`src/rtl/ssfi_pkg.sv`:
```
// shared constants, payload types and cell control for the sorted set block
package ssfi_pkg;

	localparam int CAPACITY = 64;
	localparam int KEY_BITS = 32;
	localparam int CNT_W    = $clog2(CAPACITY + 1);
	localparam int POS_W    = 7;

	typedef struct packed {
		logic                       command;
		logic signed [KEY_BITS-1:0] key;
	} req_t;

	typedef struct packed {
		logic             found;
		logic [POS_W-1:0] position;
		logic             inserted;
		logic             full_error;
	} rsp_t;

	typedef struct packed {
		logic cmp;
		logic wr;
	} cell_ctrl_t;

endpackage

```
`src/rtl/ssfi_resolve.sv`:
```
// turns the per-slot compare flags into found and insert position
module ssfi_resolve (
	input  logic [ssfi_pkg::CAPACITY-1:0] lt,
	input  logic [ssfi_pkg::CAPACITY-1:0] eq,
	output logic                          found,
	output logic [ssfi_pkg::CNT_W-1:0]    pos
);
	import ssfi_pkg::*;

	logic lo_side;
	logic hi_side;

	assign found = |eq;

	// lt is a thermometer code, so exactly one boundary exists
	always_comb begin
		pos = '0;
		for (int i = 0; i <= CAPACITY; i++) begin
			lo_side = (i == 0) ? 1'b1 : lt[(i == 0) ? 0 : i - 1];
			hi_side = (i == CAPACITY) ? 1'b1 : !lt[(i == CAPACITY) ? 0 : i];
			if (lo_side && hi_side) begin
				pos = pos | CNT_W'(i);
			end
		end
	end

endmodule

```
`config.mk`:
```
export PLATFORM = sky130hd
export DESIGN_NAME = ssfi_resolve
export DESIGN_NICKNAME = d
export VERILOG_FILES = /design/src/rtl/ssfi_pkg.sv /design/src/rtl/ssfi_resolve.sv
export SDC_FILE = /design/constraint.sdc
export NUM_CORES = 1
export LEC_CHECK = 0
export ABC_AREA = 1
export BUFFER_PORTS_ARGS = -buffer_cell sky130_fd_sc_hd__buf_2
export CAP_MARGIN = 20
export CELL_PAD_IN_SITES_DETAIL_PLACEMENT = 0
export CELL_PAD_IN_SITES_GLOBAL_PLACEMENT = 1
export CORE_MARGIN = 1
export CORE_UTILIZATION = 18
export DETAILED_ROUTE_END_ITERATION = 8
export GPL_ROUTABILITY_DRIVEN = 0
export PLACE_DENSITY = 0.9
export SYNTH_ARGS = -nofsm -noshare
export SYNTH_HDL_FRONTEND = slang
export SYNTH_SLANG_ARGS = --single-unit
```
`constraint.sdc`:
```
create_clock -name vclk -period 0.8
set_input_delay 0.04 -clock vclk [all_inputs]
set_output_delay 0.04 -clock vclk [all_outputs]
set_load 0.005 [all_outputs]
```
After elaboration in Yosys (flattened, before gate mapping)
Index checks and enable logic that the tools add are counted.

Word-level logic and storage cells: 191. Register bits after elaboration: 0. Output and inout bits: 8. Bits of input ports: 128.

Mux-type cells: 64. Reductions and logical operators: 127.

Operators with widths (count): 6-bit 2-to-1 mux (32); 5-bit 2-to-1 mux (16); 64-bit OR reduction (1); 1-bit logical AND (63); 1-bit zero test (63); 4-bit 2-to-1 mux (8); 3-bit 2-to-1 mux (4); 7-bit 2-to-1 mux (1); 2-bit 2-to-1 mux (2); 1-bit 2-to-1 mux (1).

Longest topological paths before layout
Depth after elaboration: 66. Gate-level depth with buffers: 7. Depth with buffers taken out: 7.

Worst setup path before layout
OpenSTA, ideal clock, no wires.

Kind: input -> output. Start: input lt[63] (netlist bit). End: output pos[4] (netlist bit). Data arrival time: 0.529 ns. Data required time: 0.760 ns. Stages: 7. Path buffers: 0. Path slack: 0.231 ns. Cells stage by stage: inv_1 nand2_1 nand2_1 nor2_4 nand2_2 nor2_2 nand2_1.

Cells in the longest elaborated chain, start to end: 4.

RTL lines: start, declared (line ssfi_resolve.sv:3) `input logic [ssfi_pkg::CAPACITY-1:0] lt,`; 1-bit zero test (line ssfi_resolve.sv:20) `hi_side = (i == CAPACITY) ? 1'b1 : !lt[(i == CAPACITY) ? 0 : i];`; 1-bit logical AND (line ssfi_resolve.sv:21) `if (lo_side && hi_side) begin`; 6-bit 2-to-1 mux (line ssfi_resolve.sv:21); 7-bit 2-to-1 mux (line ssfi_resolve.sv:21); end, declared (line ssfi_resolve.sv:6) `output logic [ssfi_pkg::CNT_W-1:0] pos`.

Every way passes these cells.

Worst setup path after layout
Start: input lt[58] (netlist bit). End: output pos[4] (netlist bit).

Cells in the longest elaborated chain, start to end: 9. Elaborated cells between the ends (all ways): 10. Classes of those cells: mux: 7; reduce/logical: 3.

RTL lines (line): 1-bit zero test (ssfi_resolve.sv:20); 1-bit logical AND (ssfi_resolve.sv:21); 6-bit 2-to-1 mux (ssfi_resolve.sv:21); 6-bit 2-to-1 mux * (5 in a row) (ssfi_resolve.sv:21); 7-bit 2-to-1 mux * (ssfi_resolve.sv:21).

Every way passes the cells marked *; elsewhere a longest branch is shown, timed or not.

==> summary.md <==
| Metric | Value |
|---|---|
| Syn Nets | about 430 |
| Cells taking the most area after synthesis | nand2_1 47%, nor2_1 25%, inv_1 20%, nand2_2 2.7%, nor2_2 2.7% |
| Max Transition Viols Final | 0 |
| Worst Tran Pin Value | approximately 0.16 ns |
| Gate power share | 100.0% |
| Post-synthesis cell count | 301 |
| # fillers | 699 |
| Final WL | 5250 µm |
| Status | finished with violations |
| Row count | 29 |
| CP Capture Type | output port |
| CP endpoint | pos[4] |
| Number of diodes | 0 |
| Vias in the first global route | 1887 |
| Max-cap viol count | 0 |
| Peak supply drop | 0.188 mV |
| Post-CTS setup buffers | 0 |
| DR iter-0 viols | 42 |
| Final min period | 0.850 ns |
| Flop pwr share | 0% |
| Worst setup path start | lt[58] |
| Chip height | 82.8 µm |
| Clock buf count | 0 |
| CP required | 0.76 ns |
| Startpoint Class | primary input |
| Failing checks | negative setup slack |
| Drt wl/cell | 10.2 µm |
| Pre-antenna DRT Iters | 4 |
| Crit Path Class | in -> out |
| Via count of the routed design | 2107 |
| Antenna Violating Nets Remaining | 0 |
| Most common library cell in the layout ignoring fill and taps | buf_2 |
| Syn. warnings | 0 |
| Crit-path max FO | 2 |
| PnR Total Power | 1.25 mW |
| Util after Layout | a little over two fifths |
| Seq/Total Area, Yosys | 0% |
| Die Wd | 82.8 µm |
| Clock power share | 0% |
| Power Dens Cells | between 400 and 500 mW/mm² |
| IO Port Bufs | 136 |
| Overflow after GRT | 0 |
| Most frequent cells in the layout | 82 x buf_2, 74 x nand2_1, 70 x nand2_2 |
| Hold Crit Class | in -> out |
| Fin Hold WS | 0.248 ns |
| FF+latch area | 0 µm² |
| Sw frac | a little under half |
| Fmax achieved | 1180 MHz |
| Switching Power | 594 µW |
| GRT Resource Usage Total | 13.4% |
| Initial core utilization | 18.6% |
| Top cell type's share of synthesized area | 46.9% |
| Largest net degree at the start of global routing | 3 |
| RSZ-0062 raised after global routing | true |
| Die footprint | 0.00686 mm² |
| Critical path data arrival time | 0.81 ns |
| Initial antenna violation count | 0 |
| Pint | 657 µW |
| Area grow syn2layout | 129% |
| FFs & Latches | 0 |
| Core area | 0.00631 mm² |
| Setup WS pre-CTS | -0.0798 ns |
| Io pins | between 100 and 150 |
| Final period util | 106% |
| Synth area leader | nand2_1 |
| Setup ws final | -0.0499 ns |
| First-pass GRT wire length | 7930 µm |
| Mapped Area | 0.00118 mm² |
| Final setup viols | 5 |
| Count of different cell masters after synthesis | 8 |
| Synth Area per Inst | 3.91 µm² |
| NumNets Final | 566 |
| Post-DR vias/cell | a little over 4 |
| Hold Vio Cnt, Final | 0 |
| Leak | 1.52 nW |
| Final HPWL DP | 4280 µm |
| Layout cells sized above 1 | 64.7% |
| DRC viols | 0 |
| Worst rel slew slack | 89.3% |
-- per-stage QoR --
step / setup TNS [ns] / instances / area (µm²)
after floorplan: 0 / 301 / 1180
after global routing: -0.512 / 513 / 2700
after CTS: -0.0701 / 513 / 2170
after global placement: -0.415 / 513 / 1950
final: -0.146 / 513 / 2700
after detailed placement: -0.412 / 513 / 1950
-- how the worst min path moves through the flow --
stage,slack (ns),from,cells after the start,end
after floorplan,0.16,lt[63],1,pos[6]
after CTS,0.25,lt[63],2,pos[6]
after global routing,0.26,lt[63],2,pos[6]
after global placement,0.26,lt[63],2,pos[6]
after detailed placement,0.27,lt[63],2,pos[6]
final,0.25,lt[63],2,pos[6]
-- synthesized netlist by cell type --
master / n
nand2_2: 5
nand2_1: 147
o21ai_0: 2
nor2_4: 2
buf_4: 1
nor2_1: 77
nor2_2: 5
inv_1: 62
-- worst max-delay path: stages --
cell and delay [ns]:
buf_6 0.08, inv_1 0.03, nand2_1 0.06, nand2_1 0.07
nor2_1 0.16, nand2_2 0.09, nor2_4 0.08, nand2_1 0.07
buf_2 0.12
-- power groups by stage --
stage | clock network (mW) | logic, mW | registers [mW]
6_report | 0 | 1.25 | 0
3_5_place_dp | 0 | 0.800 | 0
4_1_cts | 0 | 0.934 | 0
2_1_floorplan | 0 | 0.384 | 0
3_3_place_gp | 0 | 0.797 | 0
5_1_grt | 0 | 1.37 | 0
-- cell type report --
cell class | count | area (µm²) | area share [%]
repair buffers | 136 | 1030 | 38.3
multi-input cells | 238 | 1330 | 49.3
well taps | 77 | 96.3 | 3.57
inverters | 62 | 238 | 8.81
-- cell families after synthesis --
kind of cell / count (synthesis) / share of synthesized area (%)
buf+inv: 63 / 20.4
compound gates: 2 / 0.851
simple gates: 236 / 78.7
-- routing by layer --
layer	vias to the layer above	wire, µm	GRT usage (%)
met4	0	89	0.470
met5	-	0	0
met2	62	2770	24.1
met3	12	246	0.696
met1	919	2140	18.5
li1	1114	-	-
-- timing repair --
item	in CTS	in global routing
gates resized for setup	66	154
pin swaps	79	108
hold buffers	0	0
endpoints found under the setup margin	7	7
Power figures use the tool's default switching activity.
