==> config.mk <==
export PLATFORM = sky130hd
export DESIGN_NAME = ssfi_cell
export DESIGN_NICKNAME = d
export VERILOG_FILES = /design/src/rtl/ssfi_pkg.sv /design/src/rtl/ssfi_cell.sv
export SDC_FILE = /design/constraint.sdc
export NUM_CORES = 1
export LEC_CHECK = 0
export BUFFER_PORTS_ARGS = -buffer_cell sky130_fd_sc_hd__clkbuf_2
export CORE_AREA = 2 2 84 70
export CTS_BUF_LIST = sky130_fd_sc_hd__clkbuf_4 sky130_fd_sc_hd__clkbuf_8 sky130_fd_sc_hd__clkbuf_16
export CTS_CLUSTER_DIAMETER = 120
export DETAILED_ROUTE_END_ITERATION = 6
export DIE_AREA = 0 0 86 72
export GPL_ROUTABILITY_DRIVEN = 0
export PLACE_DENSITY = 0.79
export SLEW_MARGIN = 40
export SYNTH_ARGS = -nofsm -noshare
export SYNTH_HDL_FRONTEND = slang
export SYNTH_SLANG_ARGS = --single-unit
==> constraint.sdc <==
create_clock -name clk -period 3.6 [get_ports clk]
set_input_delay 0.36 -clock clk [delete_from_list [all_inputs] [get_ports clk]]
set_output_delay 0.36 -clock clk [all_outputs]
set_load 0.05 [all_outputs]
==> src/rtl/ssfi_pkg.sv <==
// shared constants, payload types and cell control for the sorted set block
package ssfi_pkg;

	localparam int CAPACITY = 64;
	localparam int KEY_BITS = 32;
	localparam int CNT_W    = $clog2(CAPACITY + 1);
	localparam int POS_W    = 7;

	typedef struct packed {
		logic                       command;
		logic signed [KEY_BITS-1:0] key;
	} req_t;

	typedef struct packed {
		logic             found;
		logic [POS_W-1:0] position;
		logic             inserted;
		logic             full_error;
	} rsp_t;

	typedef struct packed {
		logic cmp;
		logic wr;
	} cell_ctrl_t;

endpackage

==> src/rtl/ssfi_cell.sv <==
// one slot of the sorted list: holds a key, compares it, shifts in from its lower neighbor
module ssfi_cell (
	input  logic                                clk,
	input  logic                                arst_n,
	input  ssfi_pkg::cell_ctrl_t                ctrl,
	input  logic signed [ssfi_pkg::KEY_BITS-1:0] cmp_key,
	input  logic signed [ssfi_pkg::KEY_BITS-1:0] new_key,
	input  logic                                occupied,
	input  logic signed [ssfi_pkg::KEY_BITS-1:0] left_key,
	input  logic                                left_lt,
	output logic signed [ssfi_pkg::KEY_BITS-1:0] entry_q,
	output logic                                lt_s1,
	output logic                                eq_s1
);
	import ssfi_pkg::*;

	always_ff @(posedge clk or negedge arst_n) begin
		if (!arst_n) begin
			lt_s1 <= 1'b0;
			eq_s1 <= 1'b0;
		end else if (ctrl.cmp) begin
			lt_s1 <= occupied && (entry_q < cmp_key);
			eq_s1 <= occupied && (entry_q == cmp_key);
		end
	end

	// the insert slot takes the new key, every slot above it takes its neighbor
	always_ff @(posedge clk) begin
		if (ctrl.wr) begin
			if (!left_lt) begin
				entry_q <= left_key;
			end else if (!lt_s1) begin
				entry_q <= new_key;
			end
		end
	end

endmodule

Yosys cells after proc, flatten, opt, wreduce, memory -nomap -nowiden. Index checks and enable logic that the tools add are counted.

$add $sub $neg: 0. $mul: 0. Divide/modulo/power cells: 0. $lt $le $gt $ge: 1. Equal/unequal tests: 2. Shift-type cells: 0. Muxes and demuxes: 2. Bitwise gates (word level): 0. Reduce and logical (&&, ||, !) cells: 3.

Operators with widths (number): $mux 32 (2); $eq 32x32->1 (1); $lt 32x32->1 (1); $logic_and 1x1->1 (2); $ne 2x2->1 const B (1); $reduce_and 2->1 (1).

Register bits: 34. Latch bits: 0. RAM bits: 0. Memory bits (read-only): 0. Output and inout port bits: 34. Word-level logic and storage cells: 11. Memories kept: 0.

Logic depth before layout (Yosys ltp).
Word-level depth: 2. Depth in mapped cells: 8.

Worst setup path after synthesis. OpenSTA, ideal clock, no wires.

Path type: input to register. Start point: input port left_lt. End point: register entry_q[0] (netlist name), enable pin. Data arrival time: 3.121 ns. Data required time: 3.129 ns. Setup slack: 0.008 ns. Stages on the path: 3. Path buffers: 2. Cell sequence: clkbuf_1 > clkbuf_1 > a21boi_0.

Cells in the longest elaborated chain, start to end: 2.

Ends and longest elaborated chain: start: declaration (line ssfi_cell.sv:10) `input logic left_lt,`; $ne 2x2->1 (no source line); $reduce_and 2->1 (no source line); end signal: assignment (line ssfi_cell.sv:31) `entry_q <= left_key;`; end signal: assignment (line ssfi_cell.sv:33) `entry_q <= new_key;`; end: declaration (line ssfi_cell.sv:11) `output logic signed [ssfi_pkg::KEY_BITS-1:0] entry_q,`.

Every way passes these cells. A chain may end at the register's enable or synchronous reset.

Final worst setup path.
Start point: register entry_q[10] (netlist name). End point: register lt_s1.

Cells in the longest elaborated chain, start to end: 2.

Ends and longest elaborated chain: $lt 32x32->1 (line ssfi_cell.sv:22) `lt_s1 <= occupied && (entry_q < cmp_key);`; $logic_and 1x1->1 (line ssfi_cell.sv:22); end signal: assignment (line ssfi_cell.sv:22); end: declaration (line ssfi_cell.sv:12) `output logic lt_s1,`.

Every way passes these cells.

==> out/qor.yml <==
htreeDepth: 2
hold_viol: 0
cts_hold_buf: 1
synth_edf_count: 32
skew_ps: 4.45
layout.cells.non_filler: 402
cp_slowest_cell: "edfxtp_1"
grt_pass1_vias: 1981
netlist_top_cells_area: "edfxtp_1, ha_1, mux2_2"
worst_ep_arrival_time_ps: 2240
combPwrFrac_pct: 30.5
hp-class: "in -> reg"
area_delta_synth_final_pct: 40.1
synth-seq-cells: 34
antenna_cells: 0
irDropWorstVdd_v: 0.000401
cts_made_buffers: 5
fin_crit_sh_pct: 56.3
clock_latency_ps: 270
syn_area_um2: 2270
dp_cells: 393
dr.pass1.iters: 4
placement.io_buffers: 135
die_h_um: 72
antenna_found_initial: 0
grt.total_usage_pct: 18.1
final_cell_mix: "clkbuf_2, inv_1, mux2_2, ha_1, edfxtp_1"
crit_path_start_kind: "register"
clk_pin_slew_worst_paths_ps: 70
drt_iter0_markers: 74
path_cells: "ha_1 -> a21oi_1 -> nand2_1 -> a221oi_1 -> nor3b_1 -> a2111oi_0 -> a211o_1"
outcome: "finished clean"
clockPowerShare_pct: 29.0
cts_root_buf: "clkbuf_8"
grt_max_degree: 34
overflow: 0
slowest_delay_ps: 420
grt_pass1_wl_um: 8780
vias: 1968
cts_tree: "done"
avgViaCountPerCell: 4.90
drc: 0
start_util_pct: 42.8
fillCellCount: 455
global_route.usage.met2_pct: 33.4
die_w_um: 86
rsz0062_at_grt: "no"
io_pins: 136
ant_nets: 0
grt_use_met3_pct: 3.64
yosys_warnings: 0
max_freq_mhz: 493
cts_max_path_buffers: 2
setup-tns-final_ps: 0
crit_required_ps: 3820
synth_top_cell_by_area: "edfxtp_1"
max-slew-margin-rel_pct: 69.5
synth_cells: 194
dp_hpwl_um: 4620
mostFrequentLayoutCell: "clkbuf_2"
p_switching_mw: 0.383
swShare_pct: 31.4
synthArstFlopShare_pct: 5.88
fp.dieArea_um2: 6190
met1_usage_pct: 22.1
p_leak_nw: 1.67
setup_viol: 0
cellPowerDensity_nw_per_um2: 383
fin_crit_ps: 2030
totalWireLength_um: 5510
slew_viol_final: 0
fin_nets: 470
intPower_mw: 0.838
synthFlopType: "edfxtp_1"
core_area_um2: 5320
maxCapViolCount: 0
cts_resized: 0
rows: 24
crit_fanout: 3
yosysUniqueCellTypes: 27
drive_above_1_share_pct: 54.3
synth_nets: 328
whs_ps: 350
yosysTopAreaCellShare_pct: 42.3
clock_sinks: 34
worst_pin_slew_ps: 458
critPathKind: "reg -> reg"
wl_per_cell_um: 13.7
grt.busiest_layer: "met2"
post-cts-setup-buffers: 0
yosysSeqAreaShare_pct: 44.5
synthesis.area_per_instance_um2: 11.7
endpoint_kind: "register"
p_seq_share_pct: 40.6
==> final cells by class <==
type                            count  area, µm²  area share [%]
Tap cell                           65       81.3            2.55
Inverter                           36        135            4.24
Sequential cell                    34       1010            31.7
Timing Repair Buffer              139        719            22.6
Clock inverter                      1       30.0           0.943
Clock buffer                        7       83.8            2.63
Multi-Input combinational cell    120       1120            35.3
==> routing by layer <==
| layer | routed length (µm) | vias up |
|---|---|---|
| met4 | 46 | 0 |
| met3 | 336 | 10 |
| met1 | 2380 | 882 |
| li1 | - | 991 |
| met2 | 2750 | 85 |
| met5 | 0 | - |
==> sequential cells by signal (all words and copies together), names as in the netlist <==
signal	count
eq_s1	1
lt_s1	1
entry_q	32
==> per-stage QoR <==
| step | area [µm²] | utilization, % | worst slack, ps | power, mW |
|---|---|---|---|---|
| 6_report | 3180 | 59.9 | 1570 | 1.22 |
| 5_1_grt | 3180 | 59.9 | 1300 | 1.28 |
| 2_1_floorplan | 2270 | - | 8.44 | 0.749 |
| 3_5_place_dp | 3060 | 57.6 | 1540 | 0.877 |
| 3_3_place_gp | 3030 | 57.1 | 1570 | 0.860 |
| 4_1_cts | 3180 | 59.9 | 1590 | 1.23 |
==> kinds of logic (layout without fill, tap and decap cells) <==
| kind of cell | after synthesis | after routing | synth area share [%] |
|---|---|---|---|
| mux | 32 | 32 | 15.9 |
| simple gates | 30 | 30 | 8.59 |
| compound gates | 26 | 26 | 6.88 |
| flops | 34 | 34 | 44.5 |
| buf+inv | 40 | 183 | 6.60 |
| fa+ha+maj | 32 | 32 | 17.6 |
==> critical path, delay by kind of cell, from the launching register on <==
family                     cells  cell delay, ps
adders and majority gates      1             330
and+or+nand+nor                2             160
AOI/OAI and AO/OA              4            1060
DFF                            1             420
==> worst paths after layout <==
path                            slack [ps]                  start  cells past startpoint                end
worst max-delay path                  1570  entry_q[10]$_DFFE_PP_                      7  lt_s1$_DFFE_PN0P_
worst max register to register        1570  entry_q[10]$_DFFE_PP_                      7  lt_s1$_DFFE_PN0P_
worst min register to register         550      eq_s1$_DFFE_PN0P_                      2  eq_s1$_DFFE_PN0P_
max in group asynchronous             3080                 arst_n                      2  eq_s1$_DFFE_PN0P_
min in group asynchronous              420                 arst_n                      2  lt_s1$_DFFE_PN0P_
worst min-delay path                   350                ctrl[1]                      2  eq_s1$_DFFE_PN0P_
==> power by group through the flow <==
stage	clock network [mW]	logic [mW]	registers [mW]
floorplan	0	0.134	0.615
global placement	0	0.356	0.504
detailed placement	0	0.373	0.504
CTS	0.361	0.376	0.496
global route	0.378	0.405	0.499
finish	0.354	0.372	0.495
==> Yosys cell counts (all sizes together) (2+ instances only) <==
cell,count
mux2,32
clkbuf,4
ha,32
nor4,2
nand4,7
edfxtp,32
nand2,10
o21ai,5
nor2,3
inv,36
dfrtp,2
a21oi,13
nand3,5
Power figures use the tool's default switching activity.
